### src/sv/cvr_pkg.sv
package cvr_pkg;

  localparam int XY_W = 18;
  localparam int Z_W = 16;
  localparam int PROD_W = 33;
  localparam int OUT_W = 12;
  localparam int GAIN_W = 14;
  localparam int SAT_W = 20;
  localparam int MAX_ITER = 16;

  localparam logic [GAIN_W-1:0] GAIN_RESET = 14'd9949;

  // start vector for rotation: 1.0 in 5.13
  localparam logic signed [XY_W-1:0] X_START = 18'sd8192;
  localparam logic signed [Z_W-1:0] QUARTER = 16'sd4096;

  // exact answers for the four special angles
  localparam logic signed [OUT_W-1:0] OUT_MAX = 12'sd2047;
  localparam logic signed [OUT_W-1:0] OUT_MIN = -12'sd2048;
  localparam logic signed [OUT_W-1:0] ANG_NEG_ONE = -12'sd2048;
  localparam logic signed [OUT_W-1:0] ANG_NEG_HALF = -12'sd1024;
  localparam logic signed [OUT_W-1:0] ANG_HALF = 12'sd1024;

  // arctan(2^-i)/pi in 2.14
  localparam logic [Z_W-1:0] ATAN_TAB [MAX_ITER] = '{
    16'h0FFF, 16'h0972, 16'h04FD, 16'h0288, 16'h0145, 16'h00A2, 16'h0051, 16'h0028,
    16'h0014, 16'h000A, 16'h0005, 16'h0002, 16'h0001, 16'h0000, 16'h0000, 16'h0000
  };

  typedef enum logic [1:0] {
    DIR_NONE,
    DIR_POS,
    DIR_NEG
  } dir_t;

  typedef struct packed {
    logic                    vld;
    logic                    vect;
    dir_t                    dir;
    logic                    special;
    logic signed [OUT_W-1:0] sp_cos;
    logic signed [OUT_W-1:0] sp_sin;
    logic signed [XY_W-1:0]  x;
    logic signed [XY_W-1:0]  y;
    logic signed [Z_W-1:0]   z;
  } work_t;

  function automatic logic signed [OUT_W-1:0] sat12(input logic signed [SAT_W-1:0] v);
    logic signed [OUT_W-1:0] r;
    if (v > SAT_W'(OUT_MAX)) begin
      r = OUT_MAX;
    end else if (v < SAT_W'(OUT_MIN)) begin
      r = OUT_MIN;
    end else begin
      r = v[OUT_W-1:0];
    end
    return r;
  endfunction

endpackage

### src/sv/cvr_pre.sv
module cvr_pre (
  input  logic                           clk,
  input  logic                           rst,
  input  logic                           take,
  input  logic                           op,
  input  logic signed [cvr_pkg::OUT_W-1:0] in_angle,
  input  logic signed [cvr_pkg::OUT_W-1:0] in_x,
  input  logic signed [cvr_pkg::OUT_W-1:0] in_y,
  output cvr_pkg::work_t                 q
);

  cvr_pkg::work_t d;
  logic signed [cvr_pkg::Z_W-1:0] a4;
  logic signed [cvr_pkg::Z_W-1:0] zf;
  logic signed [cvr_pkg::XY_W-1:0] xv;
  logic signed [cvr_pkg::XY_W-1:0] yv;

  assign a4 = {{2{in_angle[11]}}, in_angle, 2'b00};
  assign xv = {{4{in_x[11]}}, in_x, 2'b00};
  assign yv = {{4{in_y[11]}}, in_y, 2'b00};

  always_comb begin
    d = '0;
    d.vld = take;
    d.vect = op;
    d.dir = cvr_pkg::DIR_NONE;
    zf = a4;
    if (!op) begin
      // exact table answers
      if (in_angle == cvr_pkg::ANG_NEG_ONE) begin
        d.special = 1'b1;
        d.sp_cos = cvr_pkg::OUT_MIN;
      end else if (in_angle == cvr_pkg::ANG_NEG_HALF) begin
        d.special = 1'b1;
        d.sp_sin = cvr_pkg::OUT_MIN;
      end else if (in_angle == '0) begin
        d.special = 1'b1;
        d.sp_cos = cvr_pkg::OUT_MAX;
      end else if (in_angle == cvr_pkg::ANG_HALF) begin
        d.special = 1'b1;
        d.sp_sin = cvr_pkg::OUT_MAX;
      end
      // quarter-turn fold into [-0.5, 0.5)
      if (a4 >= cvr_pkg::QUARTER) begin
        zf = a4 - cvr_pkg::QUARTER;
        d.dir = cvr_pkg::DIR_POS;
      end else if (a4 <= -cvr_pkg::QUARTER) begin
        zf = a4 + cvr_pkg::QUARTER;
        d.dir = cvr_pkg::DIR_NEG;
      end
      d.x = cvr_pkg::X_START;
      d.y = '0;
      d.z = {zf[cvr_pkg::Z_W-2:0], 1'b0};
    end else begin
      d.x = xv;
      d.y = yv;
      d.z = '0;
      if (in_x[11]) begin
        if (in_y[11] || in_y == '0) begin
          d.x = -yv;
          d.y = xv;
          d.dir = cvr_pkg::DIR_POS;
        end else begin
          d.x = yv;
          d.y = -xv;
          d.dir = cvr_pkg::DIR_NEG;
        end
      end
    end
  end

  always_ff @(posedge clk) begin
    if (rst) begin
      q <= '0;
    end else begin
      q <= d;
    end
  end

endmodule

### src/sv/cvr_stage.sv
module cvr_stage #(
  parameter int SHIFT = 0
) (
  input  logic           clk,
  input  logic           rst,
  input  cvr_pkg::work_t d,
  output cvr_pkg::work_t q
);

  cvr_pkg::work_t n;
  logic pos;
  logic signed [cvr_pkg::XY_W-1:0] xs;
  logic signed [cvr_pkg::XY_W-1:0] ys;
  logic signed [cvr_pkg::Z_W-1:0] step;

  assign step = signed'(cvr_pkg::ATAN_TAB[SHIFT]);
  assign xs = d.x >>> SHIFT;
  assign ys = d.y >>> SHIFT;
  // vectoring drives y to zero, rotation drives z to zero
  assign pos = d.vect ? d.y[cvr_pkg::XY_W-1] : !d.z[cvr_pkg::Z_W-1];

  always_comb begin
    n = d;
    if (pos) begin
      n.x = d.x - ys;
      n.y = d.y + xs;
      n.z = d.z - step;
    end else begin
      n.x = d.x + ys;
      n.y = d.y - xs;
      n.z = d.z + step;
    end
  end

  always_ff @(posedge clk) begin
    if (rst) begin
      q <= '0;
    end else begin
      q <= n;
    end
  end

endmodule

### src/sv/cvr_post.sv
module cvr_post (
  input  logic                              clk,
  input  logic                              rst,
  input  cvr_pkg::work_t                    d,
  input  logic [cvr_pkg::GAIN_W-1:0]        gain,
  output logic                              done,
  output logic signed [cvr_pkg::OUT_W-1:0]  out_cos,
  output logic signed [cvr_pkg::OUT_W-1:0]  out_sin,
  output logic signed [cvr_pkg::OUT_W-1:0]  out_angle
);

  typedef struct packed {
    logic                             vld;
    logic                             vect;
    cvr_pkg::dir_t                    dir;
    logic                             special;
    logic signed [cvr_pkg::OUT_W-1:0] sp_cos;
    logic signed [cvr_pkg::OUT_W-1:0] sp_sin;
    logic signed [cvr_pkg::PROD_W-1:0] px;
    logic signed [cvr_pkg::PROD_W-1:0] py;
    logic signed [cvr_pkg::Z_W-1:0]   z;
  } mul_t;

  mul_t m;
  logic signed [cvr_pkg::GAIN_W:0] gain_s;
  logic signed [cvr_pkg::PROD_W-1:0] gx_full;
  logic signed [cvr_pkg::PROD_W-1:0] gy_full;
  logic signed [cvr_pkg::SAT_W-1:0] gx;
  logic signed [cvr_pkg::SAT_W-1:0] gy;
  logic signed [cvr_pkg::SAT_W-1:0] rx;
  logic signed [cvr_pkg::SAT_W-1:0] ry;
  logic signed [cvr_pkg::Z_W:0] zh;
  logic signed [cvr_pkg::Z_W:0] za;
  logic signed [cvr_pkg::OUT_W-1:0] cos_next;
  logic signed [cvr_pkg::OUT_W-1:0] sin_next;
  logic signed [cvr_pkg::OUT_W-1:0] angle_next;

  assign gain_s = {1'b0, gain};

  // gain compensation multiply
  always_ff @(posedge clk) begin
    m.vect <= d.vect;
    m.dir <= d.dir;
    m.special <= d.special;
    m.sp_cos <= d.sp_cos;
    m.sp_sin <= d.sp_sin;
    m.px <= cvr_pkg::PROD_W'(d.x) * cvr_pkg::PROD_W'(gain_s);
    m.py <= cvr_pkg::PROD_W'(d.y) * cvr_pkg::PROD_W'(gain_s);
    m.z <= d.z;
    if (rst) begin
      m.vld <= 1'b0;
    end else begin
      m.vld <= d.vld;
    end
  end

  assign gx_full = m.px >>> cvr_pkg::GAIN_W;
  assign gy_full = m.py >>> cvr_pkg::GAIN_W;
  assign gx = gx_full[cvr_pkg::SAT_W-1:0];
  assign gy = gy_full[cvr_pkg::SAT_W-1:0];

  always_comb begin
    case (m.dir)
      cvr_pkg::DIR_POS: begin
        rx = -gy;
        ry = gx;
      end
      cvr_pkg::DIR_NEG: begin
        rx = gy;
        ry = -gx;
      end
      default: begin
        rx = gx;
        ry = gy;
      end
    endcase

    zh = $signed({m.z[cvr_pkg::Z_W-1], m.z}) >>> 1;
    case (m.dir)
      cvr_pkg::DIR_POS: za = zh - (cvr_pkg::Z_W+1)'(cvr_pkg::QUARTER);
      cvr_pkg::DIR_NEG: za = zh + (cvr_pkg::Z_W+1)'(cvr_pkg::QUARTER);
      default:          za = zh;
    endcase

    cos_next = '0;
    sin_next = '0;
    angle_next = '0;
    if (m.vect) begin
      angle_next = cvr_pkg::sat12(cvr_pkg::SAT_W'(za >>> 2));
    end else if (m.special) begin
      cos_next = m.sp_cos;
      sin_next = m.sp_sin;
    end else begin
      cos_next = cvr_pkg::sat12(rx >>> 2);
      sin_next = cvr_pkg::sat12(ry >>> 2);
    end
  end

  always_ff @(posedge clk) begin
    out_cos <= cos_next;
    out_sin <= sin_next;
    out_angle <= angle_next;
    if (rst) begin
      done <= 1'b0;
    end else begin
      done <= m.vld;
    end
  end

endmodule

### src/sv/cordic_rotate_vector_fixed.sv
// CORDIC rotation / vectoring unit, 12-bit fixed point.
// Issue a transaction by raising start for one cycle with op and its operands;
// it is taken at any clock edge where start is high and busy is low.
// op = 0: in_angle (1.11, 1.0 = pi) gives out_cos / out_sin, out_angle = 0.
// op = 1: (in_x, in_y) gives out_angle (1.11), out_cos / out_sin = 0.
// Each result appears for exactly one cycle with done high; there is no
// back-pressure, so the consumer must take it then.
// Pipeline: ITERATIONS + 3 register stages in all (operand fold loaded at the
// accepting edge, one stage per CORDIC iteration, gain multiply, output);
// done rises as the output stage is loaded.
// Throughput: one transaction per cycle; busy is only high during reset.
// The pipeline length is set by ITERATIONS, one shift-add stage each.
// inverse_gain is written with cfg_we / cfg_data, 14-bit 0.14 format; write
// it only while no transaction is in flight. Reset value is 9949.
// rst (synchronous) empties the pipeline and restores inverse_gain.
module cordic_rotate_vector_fixed #(
  parameter int ITERATIONS = 14
) (
  input  logic                              clk,
  input  logic                              rst,
  input  logic                              start,
  output logic                              busy,
  input  logic                              op,
  input  logic signed [cvr_pkg::OUT_W-1:0]  in_angle,
  input  logic signed [cvr_pkg::OUT_W-1:0]  in_x,
  input  logic signed [cvr_pkg::OUT_W-1:0]  in_y,
  input  logic                              cfg_we,
  input  logic [cvr_pkg::GAIN_W-1:0]        cfg_data,
  output logic                              done,
  output logic signed [cvr_pkg::OUT_W-1:0]  out_cos,
  output logic signed [cvr_pkg::OUT_W-1:0]  out_sin,
  output logic signed [cvr_pkg::OUT_W-1:0]  out_angle
);

  logic [cvr_pkg::GAIN_W-1:0] inverse_gain;
  cvr_pkg::work_t pipe [ITERATIONS+1];

  assign busy = rst;

  always_ff @(posedge clk) begin
    if (rst) begin
      inverse_gain <= cvr_pkg::GAIN_RESET;
    end else if (cfg_we) begin
      inverse_gain <= cfg_data;
    end
  end

  cvr_pre u_pre (
    .clk      (clk),
    .rst      (rst),
    .take     (start && !busy),
    .op       (op),
    .in_angle (in_angle),
    .in_x     (in_x),
    .in_y     (in_y),
    .q        (pipe[0])
  );

  for (genvar i = 0; i < ITERATIONS; i++) begin : g_iter
    cvr_stage #(
      .SHIFT (i)
    ) u_stage (
      .clk (clk),
      .rst (rst),
      .d   (pipe[i]),
      .q   (pipe[i+1])
    );
  end

  cvr_post u_post (
    .clk       (clk),
    .rst       (rst),
    .d         (pipe[ITERATIONS]),
    .gain      (inverse_gain),
    .done      (done),
    .out_cos   (out_cos),
    .out_sin   (out_sin),
    .out_angle (out_angle)
  );

endmodule
### config.mk
export PLATFORM = sky130hd
export DESIGN_NAME = cordic_rotate_vector_fixed
export DESIGN_NICKNAME = d
export VERILOG_FILES = /design/src/sv/cvr_pkg.sv /design/src/sv/cvr_pre.sv /design/src/sv/cvr_stage.sv /design/src/sv/cvr_post.sv /design/src/sv/cordic_rotate_vector_fixed.sv
export SDC_FILE = /design/constraint.sdc
export NUM_CORES = 2
export LEC_CHECK = 0
export ABC_AREA = 1
export BUFFER_PORTS_ARGS = -buffer_cell sky130_fd_sc_hd__buf_2
export CORE_ASPECT_RATIO = 1.4
export CORE_MARGIN = 1.5
export CORE_UTILIZATION = 45
export CTS_BUF_LIST = sky130_fd_sc_hd__clkbuf_8
export CTS_CLUSTER_DIAMETER = 40
export DETAILED_ROUTE_END_ITERATION = 16
export HOLD_SLACK_MARGIN = 0.02
export REMOVE_ABC_BUFFERS = 1
export SLEW_MARGIN = 20
export SYNTH_ARGS = -nofsm -noshare
export SYNTH_HDL_FRONTEND = slang
export SYNTH_SLANG_ARGS = --single-unit
### constraint.sdc
create_clock -name clk -period 5.86 [get_ports clk]
set_clock_uncertainty 0.1 [all_clocks]
set_input_delay 0.586 -clock clk [delete_from_list [all_inputs] [get_ports clk]]
set_output_delay 0.586 -clock clk [all_outputs]
set_load 0.005 [all_outputs]
==> results.sh <==
export IMPL_first_global_vias=77810
export IMPL_clock_sinks=1003
export IMPL_coreArea_sq_um=187500
export IMPL_cts_root_buf="clkbuf_8"
export IMPL_place_inst=14370
export IMPL_place_gp_congestion=0.9499
export IMPL_clock_tree_buffer_depth=4
export IMPL_tightest_slew_ns=1.115
export IMPL_holdCritPathClass="in -> reg"
export IMPL_drc=8
export IMPL_run_status="finished, violations left"
export IMPL_cap_violations=0
export IMPL_yosys_warnings=0
export IMPL_drtIter0Drc=4303
export IMPL_firstDrtPassIters=14
export IMPL_grt_max_degree=135
export IMPL_ctsHtreeMaxLevel=4
export IMPL_cts_tree="built"
export IMPL_async_reset_ff_share_pct=0
export IMPL_grt_use_total_pct=26.40
export IMPL_dieArea_sq_um=191300
export IMPL_rsz0062_at_grt="yes"
export IMPL_insertion_delay_ns=0.96
export IMPL_period_needed_ns=5.651
export IMPL_syn_to_final_growth_pct=12.39
export IMPL_grt_pass1_wl_um=404000
export IMPL_start_util_pct=45.27
export IMPL_die_x_um=370.1
export IMPL_yosysSeqAreaShare_pct=23.66
export IMPL_cp_required_ns=6.57
export IMPL_slew_violations=0
export IMPL_critPathKind="reg -> reg"
export IMPL_rows=188
export IMPL_worstPathArrival_ns=6.37
export IMPL_finalCritPeriodShare_pct=96.43
export IMPL_slew_headroom_pct=25.40
export IMPL_via_per_inst=5.243
export IMPL_cts_made_buffers=196
export IMPL_hold_viol_final=0
export IMPL_dr_total_vias=77720
export IMPL_cp_start_kind="register"
export IMPL_cp_end_kind="register"
export IMPL_drtAntennaViolNets=0
export IMPL_violations="design-rule violations"
export IMPL_stdcell_count=14820
export IMPL_fmax_mhz=177.0
export IMPL_synth_edf_count=0
export IMPL_drive_gt1_share_pct=7.145
export IMPL_gr_total_overflow=0
export IMPL_die_h_um=516.9
export IMPL_netlist_instances=11870
export IMPL_fin_nets=13640
export IMPL_io_buffers=92
export IMPL_num_io_pins=93
export IMPL_crit_fanout=14
export IMPL_wire_per_inst_um=17.29
export IMPL_wl_um=256300
export IMPL_synth_area_sq_um=84880
export IMPL_path_clk_slew_ns=0.06
export IMPL_ys_flop_type="dfxtp_1"
export IMPL_setup_violations=0
export IMPL_synth_seq_cells=1003
export IMPL_antenna_found_initial=4
export IMPL_synth_distinct_cells=67
export IMPL_hpwl_um=208500
export IMPL_syn_area_per_cell_sq_um=7.151
[stage by stage]
step | instance area (sq um) | hold slack (ns) | setup TNS (ns) | utilization (%) | setup WS, ns
floorplan | 83830 | 0.2096 | -514.54 | - | -1.851
global placement | 89200 | 0.2129 | -0.2867 | 47.58 | -0.2083
detailed placement | 89200 | 0.2128 | -0.1763 | 47.58 | -0.1718
CTS | 94490 | 0.04382 | -0.01246 | 50.40 | -0.01246
global route | 95390 | 0.06942 | -0.1627 | 50.88 | -0.06710
finish | 95400 | 0.1130 | 0 | 50.88 | 0.2095
[repair_timing]
item                                    CTS  global route
endpoints found under the hold margin   106             0
hold buffers                             85             0
resized for setup                         9           194
cloned                                    0             2
buffers inserted                          0             7
endpoints found under the setup margin   10            30
pin swaps                                 1            50
[cell families after synthesis]
group           after synthesis  synth area share (%)
xor+xnor                    347                 3.581
fa+ha+maj                  1392                 25.14
mux                           1               0.01179
simple gates               3958                 18.98
flops                      1003                 23.66
other cells                   1              0.004418
buf+inv                    2333                 10.37
compound gates             2834                 18.26
[sequential cells by signal, summed over array words and instances (netlist names)]
| signal | count |
|---|---|
| inverse_gain | 14 |
| u_post.done | 1 |
| u_pre.q | 53 |
| g_iter.u_stage.q | 839 |
| u_post.out_angle | 12 |
| u_post.gx | 19 |
| u_post.out_sin | 12 |
| u_post.out_cos | 12 |
| u_post.gy | 19 |
| u_post.m | 22 |
[metal layers]
layer / part of all wire, % / GRT usage [%]
met5: 0 / 0
met3: 3.1 / 2.704
met1: 37 / 26.82
met2: 53 / 51.13
met4: 6.9 / 16.17
[synth_stat cells (all sizes together), types with 82 or more instances]
master	count	area share, %
nand2	2090	9.3
dfxtp	1003	24
nand3	430	2.6
xor2	265	2.7
nor2	1133	5.1
o21ai	944	5.6
fa	522	12
clkbuf	225	1.0
nor3	172	1.0
ha	870	13
a21oi	1403	8.3
o21a	127	1.1
xnor2	82	0.85
inv	2064	9.1
[critical path, stage by stage (launching register included)]
cell and delay, ns:
dfxtp_1 0.32, buf_12 0.15, buf_4 0.16, nand2_1 0.05
inv_1 0.05, fa_1 0.50, inv_1 0.05, fa_1 0.53
inv_1 0.06, fa_1 0.52, fa_1 0.45, fa_1 0.60
inv_1 0.08, fa_1 0.54, inv_1 0.07, ha_4 0.29
nand2_2 0.09, nor4_2 0.28, buf_4 0.16, nand2_1 0.06
nand3_2 0.13, nand4_1 0.11, nand3b_1 0.11, nand2_1 0.05
[area by class of cell]
type | count | area [sq um]
inverters | 2065 | 7765
well taps | 2470 | 3090
diodes | 7 | 17.52
fillers | 18780 | 92080
clock inverters | 121 | 1247
repair buffers | 393 | 3261
clock buffers | 229 | 3152
multi-input cells | 8534 | 56750
flip-flops and latches | 1003 | 20110
[worst paths after layout]
check / start / to / slack (ns) / depth (start not counted)
worst max-delay path: inverse_gain[4] / u_post.gx[18] / 0.21 / 23
worst min-delay path: cfg_we / inverse_gain[7] / 0.11 / 3
worst max register to register: inverse_gain[4] / u_post.gx[18] / 0.21 / 23
worst min register to register: g_iter[13].u_stage.q[75] / u_post.m[105] / 0.22 / 0
[cells in the final DEF (no fill, tap or decap), types with 85 or more instances in the layout]
cell type and count:
nor2_1 1107, dlygate4sd3_1 85, ha_1 850, nor3_1 167, fa_1 514, clkbuf_8 229
dfxtp_1 985, inv_1 2078, nand2_1 2052, o21a_1 127, nand3_1 423, a21oi_1 1361
o21ai_0 877, buf_4 184, buf_2 91, xor2_1 262
Power is left out: the tool's default activity adds up to more than one toggle a clock period on the data nets, which glitch-free logic cannot reach.
